**src/hdl/jlvr_pkg.sv**
```systemverilog
// ----------------------------------------------------------------------------
// jlvr_pkg: shared types and constants of the jerk-limited velocity ramp
// Widths, register indexes and reset values, sequencer states, saturation.
// ----------------------------------------------------------------------------
`default_nettype none

package jlvr_pkg;

  // Field widths. Velocities and accelerations are signed, 16 fraction bits.
  localparam int VALUE_W   = 24;
  localparam int LIMIT_W   = VALUE_W - 1;
  localparam int TIME_W    = 16;
  localparam int TIME_FRAC = 16;
  localparam int PROD_W    = VALUE_W + TIME_W;
  localparam int CFG_IDX_W = 3;
  localparam int CFG_DATA_W = LIMIT_W;

  typedef logic signed [VALUE_W-1:0] value_t;
  typedef logic [LIMIT_W-1:0]        limit_t;
  typedef logic [TIME_W-1:0]         time_t;
  typedef logic [CFG_IDX_W-1:0]      cfg_idx_t;
  typedef logic [PROD_W-1:0]         prod_t;

  // Configuration register indexes.
  localparam cfg_idx_t REG_LIN_ACCEL = cfg_idx_t'(0);
  localparam cfg_idx_t REG_LIN_DECEL = cfg_idx_t'(1);
  localparam cfg_idx_t REG_LIN_JERK  = cfg_idx_t'(2);
  localparam cfg_idx_t REG_ANG_ACCEL = cfg_idx_t'(3);
  localparam cfg_idx_t REG_ANG_DECEL = cfg_idx_t'(4);
  localparam cfg_idx_t REG_ANG_JERK  = cfg_idx_t'(5);

  // Register reset values.
  localparam limit_t LIN_ACCEL_RST = limit_t'(39322);
  localparam limit_t LIN_DECEL_RST = limit_t'(65536);
  localparam limit_t LIN_JERK_RST  = limit_t'(52429);
  localparam limit_t ANG_ACCEL_RST = limit_t'(98304);
  localparam limit_t ANG_DECEL_RST = limit_t'(163840);
  localparam limit_t ANG_JERK_RST  = limit_t'(131072);

  // Sequencer states: two multiplier passes for each axis.
  typedef enum logic [9:0] {
    S_IDLE  = 10'b00_0000_0001,
    S_LJERK = 10'b00_0000_0010,
    S_LACC  = 10'b00_0000_0100,
    S_LVEL  = 10'b00_0000_1000,
    S_LFIN  = 10'b00_0001_0000,
    S_AJERK = 10'b00_0010_0000,
    S_AACC  = 10'b00_0100_0000,
    S_AVEL  = 10'b00_1000_0000,
    S_AFIN  = 10'b01_0000_0000,
    S_DONE  = 10'b10_0000_0000
  } state_t;

  // Saturate a value one bit wider than the field to the field range.
  function automatic value_t sat_value(input logic signed [VALUE_W:0] x);
    value_t res;
    if (x[VALUE_W] != x[VALUE_W-1]) begin
      res = x[VALUE_W] ? {1'b1, {(VALUE_W-1){1'b0}}} : {1'b0, {(VALUE_W-1){1'b1}}};
    end else begin
      res = x[VALUE_W-1:0];
    end
    return res;
  endfunction

endpackage

`default_nettype wire

```
**src/hdl/jlvr_mul.sv**
```systemverilog
// ----------------------------------------------------------------------------
// jlvr_mul: shared time-scaling multiplier
// Unsigned magnitude times elapsed time, product registered.
// ----------------------------------------------------------------------------
`default_nettype none

module jlvr_mul import jlvr_pkg::*; (
  input  logic               clk,
  input  logic [VALUE_W-1:0] op_a,
  input  time_t              op_b,
  output prod_t              prod
);

  // One 24 by 16 bit product per cycle.
  always_ff @(posedge clk) begin
    prod <= op_a * op_b;
  end

endmodule

`default_nettype wire

```
**config.mk**
```make
export PLATFORM = sky130hd
export DESIGN_NAME = jlvr_mul
export DESIGN_NICKNAME = d
export VERILOG_FILES = /design/src/hdl/jlvr_pkg.sv /design/src/hdl/jlvr_mul.sv
export SDC_FILE = /design/constraint.sdc
export NUM_CORES = 1
export LEC_CHECK = 0
export BUFFER_PORTS_ARGS = -buffer_cell sky130_fd_sc_hd__buf_2
export CAP_MARGIN = 20
export CORE_UTILIZATION = 59
export CTS_CLUSTER_DIAMETER = 100
export DETAILED_ROUTE_END_ITERATION = 6
export GPL_TIMING_DRIVEN = 0
export PLACE_DENSITY = 0.78
export RECOVER_POWER = 100
export SKIP_LAST_GASP = 1
export SLEW_MARGIN = 25
export SYNTH_ARGS = -nofsm -noshare
export SYNTH_HDL_FRONTEND = slang
export SYNTH_SLANG_ARGS = --single-unit
```
**constraint.sdc**
```tcl
create_clock -name clk -period 6.9 [get_ports clk]
set_input_delay 1.035 -clock clk [delete_from_list [all_inputs] [get_ports clk]]
set_output_delay 1.035 -clock clk [all_outputs]
set_load 0.01 [all_outputs]
```
==> results.sh <==
export IMPL_status="complete, but fails checks"
export IMPL_failed_checks="design-rule violations"
export IMPL_syn_inst=1494
export IMPL_hold_path_cell_count=2
export IMPL_commonest_register_cell_after_synthesis="sky130_fd_sc_hd__dfxtp_1"
export IMPL_synth_lib_cells_used_distinct=58
export IMPL_synthArstFlopShare=0
export IMPL_fin_util=0.6445
export IMPL_cts_tree="done"
export IMPL_route_vias_total=10380
export IMPL_globalRoute_totalOverflow=0
export IMPL_detailed_place_hpwl_um=29210
export IMPL_timing_critical_path_slowest_cell_delay_ns=0.63
export IMPL_syn_num_nets=1953
export IMPL_cp_buffers_inverters=4
export IMPL_detailedRoute_firstPassIterationCount=7
export IMPL_cts_made_buffers=5
export IMPL_slew_headroom=0.4646
export IMPL_area_growth_pct=6.386
export IMPL_m1WireLength_um=12350
export IMPL_timing_critical_path_required_ns=7.07
export IMPL_cp_slowest_cell="sky130_fd_sc_hd__clkbuf_1"
export IMPL_sinks_on_clock_net=40
export IMPL_cts_htree_levels=2
export IMPL_rsz0062_at_grt="false"
export IMPL_crit_path_start_kind="input port"
export IMPL_proportion_of_netlist_area_held_by_the_largest_area_contributor=0.4591
export IMPL_mappedNetlistArea_um2=13340
export IMPL_grt_pass1_wl_um=56070
export IMPL_area_of_placed_instances_um2=14090
export IMPL_worst_path_dominant_cell_family="adder cells"
export IMPL_crit_path_frequent_cell="sky130_fd_sc_hd__fa_1"
export IMPL_ioPinCount=81
export IMPL_route_antenna_remaining_nets=0
export IMPL_setup_violations=0
export IMPL_hold_violations=0
export IMPL_netlist_top_cells_area="sky130_fd_sc_hd__fa_1, sky130_fd_sc_hd__ha_1, sky130_fd_sc_hd__inv_1, sky130_fd_sc_hd__and2_1, sky130_fd_sc_hd__nand2_1"
export IMPL_netlist_top_cell_by_area="sky130_fd_sc_hd__fa_1"
export IMPL_num_fill_cells=1879
export IMPL_track_usage=0.3176
export IMPL_worst_ep_arrival_time_ns=6.94
export IMPL_wl_met3_um=2776
export IMPL_start_util=0.6058
export IMPL_setup_worst_path_class="input port to flip-flop"
export IMPL_holdPathEnd="prod[0]"
export IMPL_layout_commonest_cell="sky130_fd_sc_hd__inv_1"
export IMPL_most_used_cells_in_the_layout_excluding_fill_and_tap_cells="sky130_fd_sc_hd__inv_1, sky130_fd_sc_hd__fa_1, sky130_fd_sc_hd__nand2_1, sky130_fd_sc_hd__and2_1, sky130_fd_sc_hd__ha_1"
export IMPL_synth_seq_cells=40
export IMPL_clock_tree_root_cell="sky130_fd_sc_hd__clkbuf_16"
export IMPL_end_kind="flip-flop"
export IMPL_globalplace_congestion=0.9800
export IMPL_fin_hold_ws_ns=1.008
export IMPL_cp_max_fo=10
export IMPL_ys_warnings=0
export IMPL_layout_drive_gt1_share=0.06726
export IMPL_number_of_placed_instances_with_taps_included=1854
export IMPL_instances_no_fill=1856
export IMPL_clk_path_buf_depth=2
export IMPL_synthesis_area_per_instance_um2=8.931
export IMPL_finalCritPeriodShare=0.9811
export IMPL_die_area_um2=23220
export IMPL_tightest_slew_ns=0.8032
export IMPL_maximum_number_of_pins_on_one_net_before_global_route_repair=14
export IMPL_timing_final_max_slew_violations=0
export IMPL_worstHoldPathType="input port to flip-flop"
export IMPL_drt_iter0_drc=617
export IMPL_antenna_cells=0
export IMPL_placeableCoreArea_um2=22030
export IMPL_synth_enable_flop_cells=0
export IMPL_vias_per_cell=5.594
export IMPL_grt_pass1_vias=10910
export IMPL_critical_path_cell_chain="buf_2 -> clkbuf_1 -> and2_1 -> fa_1 -> fa_1 -> fa_1 -> fa_1 -> fa_1 -> inv_1 -> fa_1 -> inv_1 -> ha_1 -> a21o_1 -> o21bai_1 -> nor2_1 -> o31ai_4 -> a211oi_2 -> o21ai_1 -> xor2_1"
export IMPL_maxCapViolCount=0
export IMPL_detail_route_wirelength_um=34860
export IMPL_highest_routing_layer_actually_used="met4"
export IMPL_largest_reg_flops=40
export IMPL_die_h_um=152.4
export IMPL_synth_seq_area_share=0.06002
export IMPL_placement_io_buffers=80
export IMPL_drt_wirelength_per_cell_um=18.78
export IMPL_reg_largest_list="prod: 40 flops"
export IMPL_cts_repair_timing_setup_buffer_count=0
export IMPL_layout_min_cycle_time_ns=6.770
export IMPL_fin_nets=2034
export IMPL_finish_instance_area_um2=14190
export IMPL_initial_antenna_violation_count=0
export IMPL_hold_path_startpoint="op_b[0]"
export IMPL_drcViolationCount=7
export IMPL_fp_row_count=54
export IMPL_detailroute_wirelength_met2_um=17500
export IMPL_achievable_frequency_mhz=147.7
export IMPL_cts_clk_slew_worst_paths_ns=0.06
export IMPL_top_register="prod"
export IMPL_die_w_um=152.4
## worst max path at each step
stage,startpoint,endpoint,slack [ns],depth (start not counted)
2_1_floorplan,op_a[21],prod[32],0.67,21
3_3_place_gp,op_a[21],prod[32],-0.20,22
3_5_place_dp,op_a[21],prod[32],-0.22,22
4_1_cts,op_a[21],prod[32],0.07,22
5_1_grt,op_b[14],prod[35],0.005,20
6_report,op_b[14],prod[32],0.13,19
## repair_timing
item	in CTS	in global routing
setup endpoints to repair	0	13
hold buffers	0	0
resized for setup	0	62
hold endpoints to repair	0	0
## metrics by stage
step / setup TNS (ns) / setup slack, ns
after floorplan: 0 / 0.6728
after global placement: -0.8862 / -0.1977
after detailed placement: -1.013 / -0.2158
after CTS: 0 / 0.07334
after global routing: 0 / 0.005057
final: 0 / 0.1304
## cell type report
| cell class | instances | area (um2) | area share |
|---|---|---|---|
| clock inverters | 2 | 15.01 | 0.001058 |
| multi-input cells | 1035 | 10920 | 0.7694 |
| flip-flops and latches | 40 | 800.8 | 0.05641 |
| well taps | 280 | 350.3 | 0.02468 |
| inverters | 352 | 1321 | 0.09308 |
| plain buffers | 61 | 299.0 | 0.02107 |
| clock buffers | 6 | 138.9 | 0.009784 |
| repair buffers | 80 | 347.8 | 0.02450 |
## synth_stat cells (2+ instances only)
library cell,n
sky130_fd_sc_hd__a211oi_1,4
sky130_fd_sc_hd__a211oi_2,3
sky130_fd_sc_hd__a21o_1,14
sky130_fd_sc_hd__a21oi_1,36
sky130_fd_sc_hd__a31oi_1,4
sky130_fd_sc_hd__and2_1,176
sky130_fd_sc_hd__buf_2,3
sky130_fd_sc_hd__buf_4,5
sky130_fd_sc_hd__clkbuf_1,56
sky130_fd_sc_hd__clkbuf_2,2
sky130_fd_sc_hd__dfxtp_1,40
sky130_fd_sc_hd__fa_1,306
sky130_fd_sc_hd__ha_1,112
sky130_fd_sc_hd__inv_1,352
sky130_fd_sc_hd__nand2_1,238
sky130_fd_sc_hd__nand2_2,2
sky130_fd_sc_hd__nand3_1,3
sky130_fd_sc_hd__nand4_1,8
sky130_fd_sc_hd__nor2_1,18
sky130_fd_sc_hd__nor2_2,2
sky130_fd_sc_hd__nor3_1,5
sky130_fd_sc_hd__nor4_1,2
sky130_fd_sc_hd__o21a_1,3
sky130_fd_sc_hd__o21ai_0,21
sky130_fd_sc_hd__o21ai_1,5
sky130_fd_sc_hd__o21ai_2,2
sky130_fd_sc_hd__o21bai_1,8
sky130_fd_sc_hd__o21bai_2,2
sky130_fd_sc_hd__xnor2_1,22
sky130_fd_sc_hd__xor2_1,12
## cell families (layout without fill, tap and decap cells)
family / Yosys count / count (layout) / synth area share
compound gates: 120 / 120 / 0.06358
xor+xnor: 34 / 34 / 0.02232
fa+ha+maj: 418 / 418 / 0.5641
buf+inv: 419 / 501 / 0.1203
flops: 40 / 40 / 0.06002
simple gates: 463 / 463 / 0.1696
## layer usage
layer,up-vias,GRT usage
met3,135,0.06399
met5,-,0
met2,454,0.5460
met1,5233,0.3719
met4,0,0.1812
li1,4560,-
Power is not shown: default switching activity piles up to over one toggle a cycle in this logic, so the estimate is an artifact.
