## src/hdl/jlvr_pkg.sv

```systemverilog
// ----------------------------------------------------------------------------
// jlvr_pkg: shared types and constants of the jerk-limited velocity ramp
// Widths, register indexes and reset values, sequencer states, saturation.
// ----------------------------------------------------------------------------
`default_nettype none

package jlvr_pkg;

  // Field widths. Velocities and accelerations are signed, 16 fraction bits.
  localparam int VALUE_W   = 24;
  localparam int LIMIT_W   = VALUE_W - 1;
  localparam int TIME_W    = 16;
  localparam int TIME_FRAC = 16;
  localparam int PROD_W    = VALUE_W + TIME_W;
  localparam int CFG_IDX_W = 3;
  localparam int CFG_DATA_W = LIMIT_W;

  typedef logic signed [VALUE_W-1:0] value_t;
  typedef logic [LIMIT_W-1:0]        limit_t;
  typedef logic [TIME_W-1:0]         time_t;
  typedef logic [CFG_IDX_W-1:0]      cfg_idx_t;
  typedef logic [PROD_W-1:0]         prod_t;

  // Configuration register indexes.
  localparam cfg_idx_t REG_LIN_ACCEL = cfg_idx_t'(0);
  localparam cfg_idx_t REG_LIN_DECEL = cfg_idx_t'(1);
  localparam cfg_idx_t REG_LIN_JERK  = cfg_idx_t'(2);
  localparam cfg_idx_t REG_ANG_ACCEL = cfg_idx_t'(3);
  localparam cfg_idx_t REG_ANG_DECEL = cfg_idx_t'(4);
  localparam cfg_idx_t REG_ANG_JERK  = cfg_idx_t'(5);

  // Register reset values.
  localparam limit_t LIN_ACCEL_RST = limit_t'(39322);
  localparam limit_t LIN_DECEL_RST = limit_t'(65536);
  localparam limit_t LIN_JERK_RST  = limit_t'(52429);
  localparam limit_t ANG_ACCEL_RST = limit_t'(98304);
  localparam limit_t ANG_DECEL_RST = limit_t'(163840);
  localparam limit_t ANG_JERK_RST  = limit_t'(131072);

  // Sequencer states: two multiplier passes for each axis.
  typedef enum logic [9:0] {
    S_IDLE  = 10'b00_0000_0001,
    S_LJERK = 10'b00_0000_0010,
    S_LACC  = 10'b00_0000_0100,
    S_LVEL  = 10'b00_0000_1000,
    S_LFIN  = 10'b00_0001_0000,
    S_AJERK = 10'b00_0010_0000,
    S_AACC  = 10'b00_0100_0000,
    S_AVEL  = 10'b00_1000_0000,
    S_AFIN  = 10'b01_0000_0000,
    S_DONE  = 10'b10_0000_0000
  } state_t;

  // Saturate a value one bit wider than the field to the field range.
  function automatic value_t sat_value(input logic signed [VALUE_W:0] x);
    value_t res;
    if (x[VALUE_W] != x[VALUE_W-1]) begin
      res = x[VALUE_W] ? {1'b1, {(VALUE_W-1){1'b0}}} : {1'b0, {(VALUE_W-1){1'b1}}};
    end else begin
      res = x[VALUE_W-1:0];
    end
    return res;
  endfunction

endpackage

`default_nettype wire

```

## src/hdl/jlvr_axis_calc.sv

```systemverilog
// ----------------------------------------------------------------------------
// jlvr_axis_calc: per-axis ramp arithmetic
// Works out the new acceleration from the jerk step, then the new velocity
// from the scaled acceleration, with the snap to the target.
// ----------------------------------------------------------------------------
`default_nettype none

module jlvr_axis_calc import jlvr_pkg::*; (
  input  value_t             vel,
  input  value_t             acc,
  input  value_t             target,
  input  limit_t             accel_lim,
  input  limit_t             decel_lim,
  input  prod_t              prod,
  input  value_t             na_hold,
  output value_t             na,
  output logic [VALUE_W-1:0] na_mag,
  output value_t             vel_new,
  output value_t             acc_new,
  output logic               snap
);

  logic signed [VALUE_W:0]   vel_x;
  logic signed [VALUE_W:0]   tgt_x;
  logic signed [VALUE_W:0]   diff;
  logic [VALUE_W-1:0]        vel_mag;
  logic [VALUE_W-1:0]        tgt_mag;
  logic                      vel_neg;
  logic                      vel_pos;
  logic                      tgt_neg;
  logic                      tgt_pos;
  logic                      decel;
  limit_t                    lim_mag;
  limit_t                    scaled;
  logic signed [VALUE_W+1:0] lim;
  logic signed [VALUE_W+1:0] step_x;
  logic signed [VALUE_W+1:0] acc_x;
  logic signed [VALUE_W+1:0] delta;
  logic signed [VALUE_W+1:0] delta_c;
  logic signed [VALUE_W+1:0] na_w;
  logic signed [VALUE_W:0]   scaled_x;
  logic signed [VALUE_W:0]   vel_step;
  logic signed [VALUE_W:0]   nv;

  // Difference to the target and the deceleration test.
  always_comb begin
    vel_x   = {vel[VALUE_W-1], vel};
    tgt_x   = {target[VALUE_W-1], target};
    diff    = tgt_x - vel_x;
    vel_mag = vel_x[VALUE_W] ? VALUE_W'(-vel_x) : VALUE_W'(vel_x);
    tgt_mag = tgt_x[VALUE_W] ? VALUE_W'(-tgt_x) : VALUE_W'(tgt_x);
    vel_neg = vel[VALUE_W-1];
    vel_pos = !vel[VALUE_W-1] && (|vel);
    tgt_neg = target[VALUE_W-1];
    tgt_pos = !target[VALUE_W-1] && (|target);
    decel   = (vel_neg && tgt_pos) || (vel_pos && tgt_neg) || (tgt_mag < vel_mag);
    lim_mag = decel ? decel_lim : accel_lim;
  end

  // New acceleration: move toward the signed limit by at most the jerk step.
  // The multiplier holds jerk times elapsed time in this phase.
  always_comb begin
    lim    = diff[VALUE_W] ? -$signed({3'b000, lim_mag}) : $signed({3'b000, lim_mag});
    step_x = $signed({3'b000, prod[TIME_FRAC+LIMIT_W-1:TIME_FRAC]});
    acc_x  = {{2{acc[VALUE_W-1]}}, acc};
    delta  = lim - acc_x;
    if (delta > step_x) begin
      delta_c = step_x;
    end else if (delta < -step_x) begin
      delta_c = -step_x;
    end else begin
      delta_c = delta;
    end
    na_w = acc_x + delta_c;
    na   = sat_value(na_w[VALUE_W:0]);
  end

  // Magnitude of the held acceleration, the multiplier operand of the next pass.
  assign na_mag = na_hold[VALUE_W-1] ? VALUE_W'(-{na_hold[VALUE_W-1], na_hold})
                                     : VALUE_W'(na_hold);

  // New velocity: the multiplier now holds |acceleration| times elapsed time,
  // truncated toward zero before the sign goes back on.
  always_comb begin
    scaled   = prod[TIME_FRAC+LIMIT_W-1:TIME_FRAC];
    scaled_x = $signed({2'b00, scaled});
    vel_step = na_hold[VALUE_W-1] ? -scaled_x : scaled_x;
    nv       = vel_x + vel_step;
    snap     = (diff == '0) ||
               (!diff[VALUE_W] && (nv >= tgt_x)) ||
               (diff[VALUE_W] && (nv <= tgt_x));
    vel_new  = snap ? target : sat_value(nv);
    acc_new  = snap ? value_t'(0) : na_hold;
  end

endmodule

`default_nettype wire

```

## config.mk

```make
export PLATFORM = sky130hd
export DESIGN_NAME = jlvr_axis_calc
export DESIGN_NICKNAME = d
export VERILOG_FILES = /design/src/hdl/jlvr_pkg.sv /design/src/hdl/jlvr_axis_calc.sv
export SDC_FILE = /design/constraint.sdc
export NUM_CORES = 1
export LEC_CHECK = 0
export BUFFER_PORTS_ARGS = -buffer_cell sky130_fd_sc_hd__buf_2
export CAP_MARGIN = 30
export CELL_PAD_IN_SITES_DETAIL_PLACEMENT = 0
export CELL_PAD_IN_SITES_GLOBAL_PLACEMENT = 1
export CORE_MARGIN = 1.5
export CORE_UTILIZATION = 37
export DETAILED_ROUTE_END_ITERATION = 10
export PLACE_DENSITY_LB_ADDON = 0.2
export SLEW_MARGIN = 10
export SYNTH_ARGS = -nofsm -noshare
export SYNTH_HDL_FRONTEND = slang
export SYNTH_SLANG_ARGS = --single-unit
export TNS_END_PERCENT = 20
```

## constraint.sdc

```tcl
create_clock -name vclk -period 19.7
set_clock_uncertainty 0.1 [all_clocks]
set_input_delay 3.94 -clock vclk [all_inputs]
set_output_delay 3.94 -clock vclk [all_outputs]
set_load 0.02 [all_outputs]
```

==> metrics.yaml <==
synth_nets: 2049
power.leakage_nw: 8.37
drive_above_1_share: 0.349
rsz0062_at_grt: "yes"
hold_class: "primary input to primary output"
grt_pass1_wl_um: 69000
status: "finished with violations"
multi_input_area_um2: 11600
yosys_warnings: 0
use_met3: 0.0185
max_freq_mhz: 50.5
first_pass_iters: 6
hold_slack_ns: 8.03
synthSimpleGateAreaFrac: 0.224
worst_setup_path_start_kind: "primary input"
die_area_um2: 32800
met2_usage: 0.469
overflow: 0
layout.nets: 2609
synth_top_family_by_area: "compound AO/OA/AOI/OAI gates"
initial_core_util: 0.374
tightest_slew_ns: 0.873
ys_seq_area_frac: 0
synth_top_area_cell: "ha_1"
grt_pass1_vias: 13824
synth_top_area_frac: 0.210
gp_congestion: 1.02
cp.required_ns: 15.66
path_class: "primary input to primary output"
fp.dieH_um: 181
grtUsageMet1: 0.320
violations: "setup timing"
antenna_found_initial: 6
crit_fanout: 11
slew_headroom: 0.417
post_drt_wl_per_cell_um: 16.9
num-clock-buffers: 0
ys_types: 83
seq_cell_count: 0
syn2layout_area_growth_pct: 44.6
yosys.area_share.xor_xnor: 0.155
hold_viol_final: 0
finalCritPeriodShare: 1.01
vias_per_cell: 5.33
drcViolationCount: 0
vdd_ir_drop_max_mv: 0.283
fillers: 3090
drt_iter0_markers: 567
pre_cts_slack_ns: -1.13
die_x_um: 181
cap_violations: 0
busiest_layer: "met2"
wirelength_um: 44300
synth_compound_area_frac: 0.266
grt_max_degree: 51
ant_nets: 0
cp-end-kind: "primary output"
ios: 279
synthAdderAreaFrac: 0.239
synthCells: 1666
setup_viol: 23
min_period_ns: 19.82
hpwl_um: 37200
muxShareOfSynthArea: 0.0493
yosysMostFrequentCell: "ha_1"
num_rows: 65
synthTopCellsByCount: "ha_1 (197), xnor2_1 (161), inv_1 (145)"
grt_usage: 0.257
core_um2: 31400
vias: 14020
cp_common_cell: "buf_4"
finalMaxSlewViolations: 0
synth_area_leaders: "ha_1 (21%), xnor2_1 (12%), o21ai_0 (5.3%)"
layout_setup_ws_ns: -0.117
finalPower_mw: 2.63
slowest_delay_ns: 0.54
worstPathArrival_ns: 15.78
fin_setup_tns_ns: -1.82
netlist_area_um2: 11700
cpMaxStageDelayCell: "or4_4"
power.density_nw_per_um2: 155
fin_util: 0.540
holdBufCountCts: 0
syn_avg_cell_area_um2: 7.04
io_buffers: 262
regArea_um2: 0
## cell families after synthesis
kind of cell | count (synthesis)
simple gates | 514
compound gates | 471
fa+ha+maj | 225
xor+xnor | 202
buf+inv | 199
mux | 55
## layer usage
layer,routed length (um),vias to the layer above
li1,-,7209
met1,19600,6411
met2,21600,318
met3,1530,76
met4,1610,6
met5,34,-
## where the power goes
part / internal, mW / total [mW] / switching, mW
Combinational: 1.30 / 2.63 / 1.33
Clock: 0.0000000204 / 0.0000000204 / 0
Sequential: 0 / 0 / 0
Total: 1.30 / 2.63 / 1.33
## critical path: cells and delay by family
kind,cells,cell delay [ns]
buf+inv,14,1.98
mux,2,0.61
xor+xnor,5,0.97
fa+ha+maj,5,1.40
simple gates,14,3.41
compound gates,20,3.43
## what timing repair did
| item | CTS | global route |
|---|---|---|
| buffers inserted | 27 | 13 |
| pin swaps | 43 | 71 |
| resized for setup | 106 | 84 |
| cloned | 5 | 3 |
| endpoints found under the hold margin | 0 | 0 |
| endpoints found under the setup margin | 24 | 24 |
## layout by cell type (no fill, tap or decap), types with 10 or more instances in the layout
cell | netlist | layout
ha_1 | 197 | 186
a22oi_1 | 20 | 14
xnor2_1 | 161 | 153
buf_2 | 2 | 246
o21bai_1 | 16 | 15
nand4_1 | 25 | 25
buf_6 | 2 | 23
o41ai_1 | 13 | 11
maj3_2 | 19 | 21
nand2b_1 | 32 | 31
mux2i_1 | 36 | 31
o31ai_1 | 25 | 23
nor2_1 | 92 | 87
a21o_1 | 38 | 38
inv_1 | 145 | 142
nor3_1 | 33 | 30
nand2_1 | 143 | 136
or4_1 | 27 | 25
xor2_1 | 37 | 33
a21boi_0 | 12 | 10
a21oi_2 | 0 | 15
o21a_1 | 28 | 28
mux2_2 | 18 | 18
nor4_1 | 17 | 16
and2_1 | 27 | 27
o21ai_0 | 125 | 103
a31oi_1 | 11 | 11
a21oi_1 | 99 | 84
buf_4 | 1 | 327
nor2b_1 | 18 | 17
or3_1 | 14 | 13
o21ai_1 | 1 | 17
nand3_1 | 40 | 40
## through the flow
step                      instances  cell area [um^2]
final                          2629             17000
after global routing           2628             17000
after CTS                      2610             16500
after detailed placement       2578             15700
after global placement         2578             15700
after floorplan                1666             11800
## final cells by class
cell class	count	share of cell area
Inverter	145	0.0321
Multi-Input combinational cell	1468	0.685
Timing Repair Buffer	611	0.253
Tap cell	402	0.0297
Antenna cell	3	0.000443
## worst paths after layout
| check | from | endpoint | slack, ns | cells after the start |
|---|---|---|---|---|
| worst max-delay path | target[5] | na[0] | -0.12 | 60 |
| worst min-delay path | na_hold[0] | na_mag[0] | 8.03 | 2 |
No activity file was read; power rests on OpenSTA's default activity.
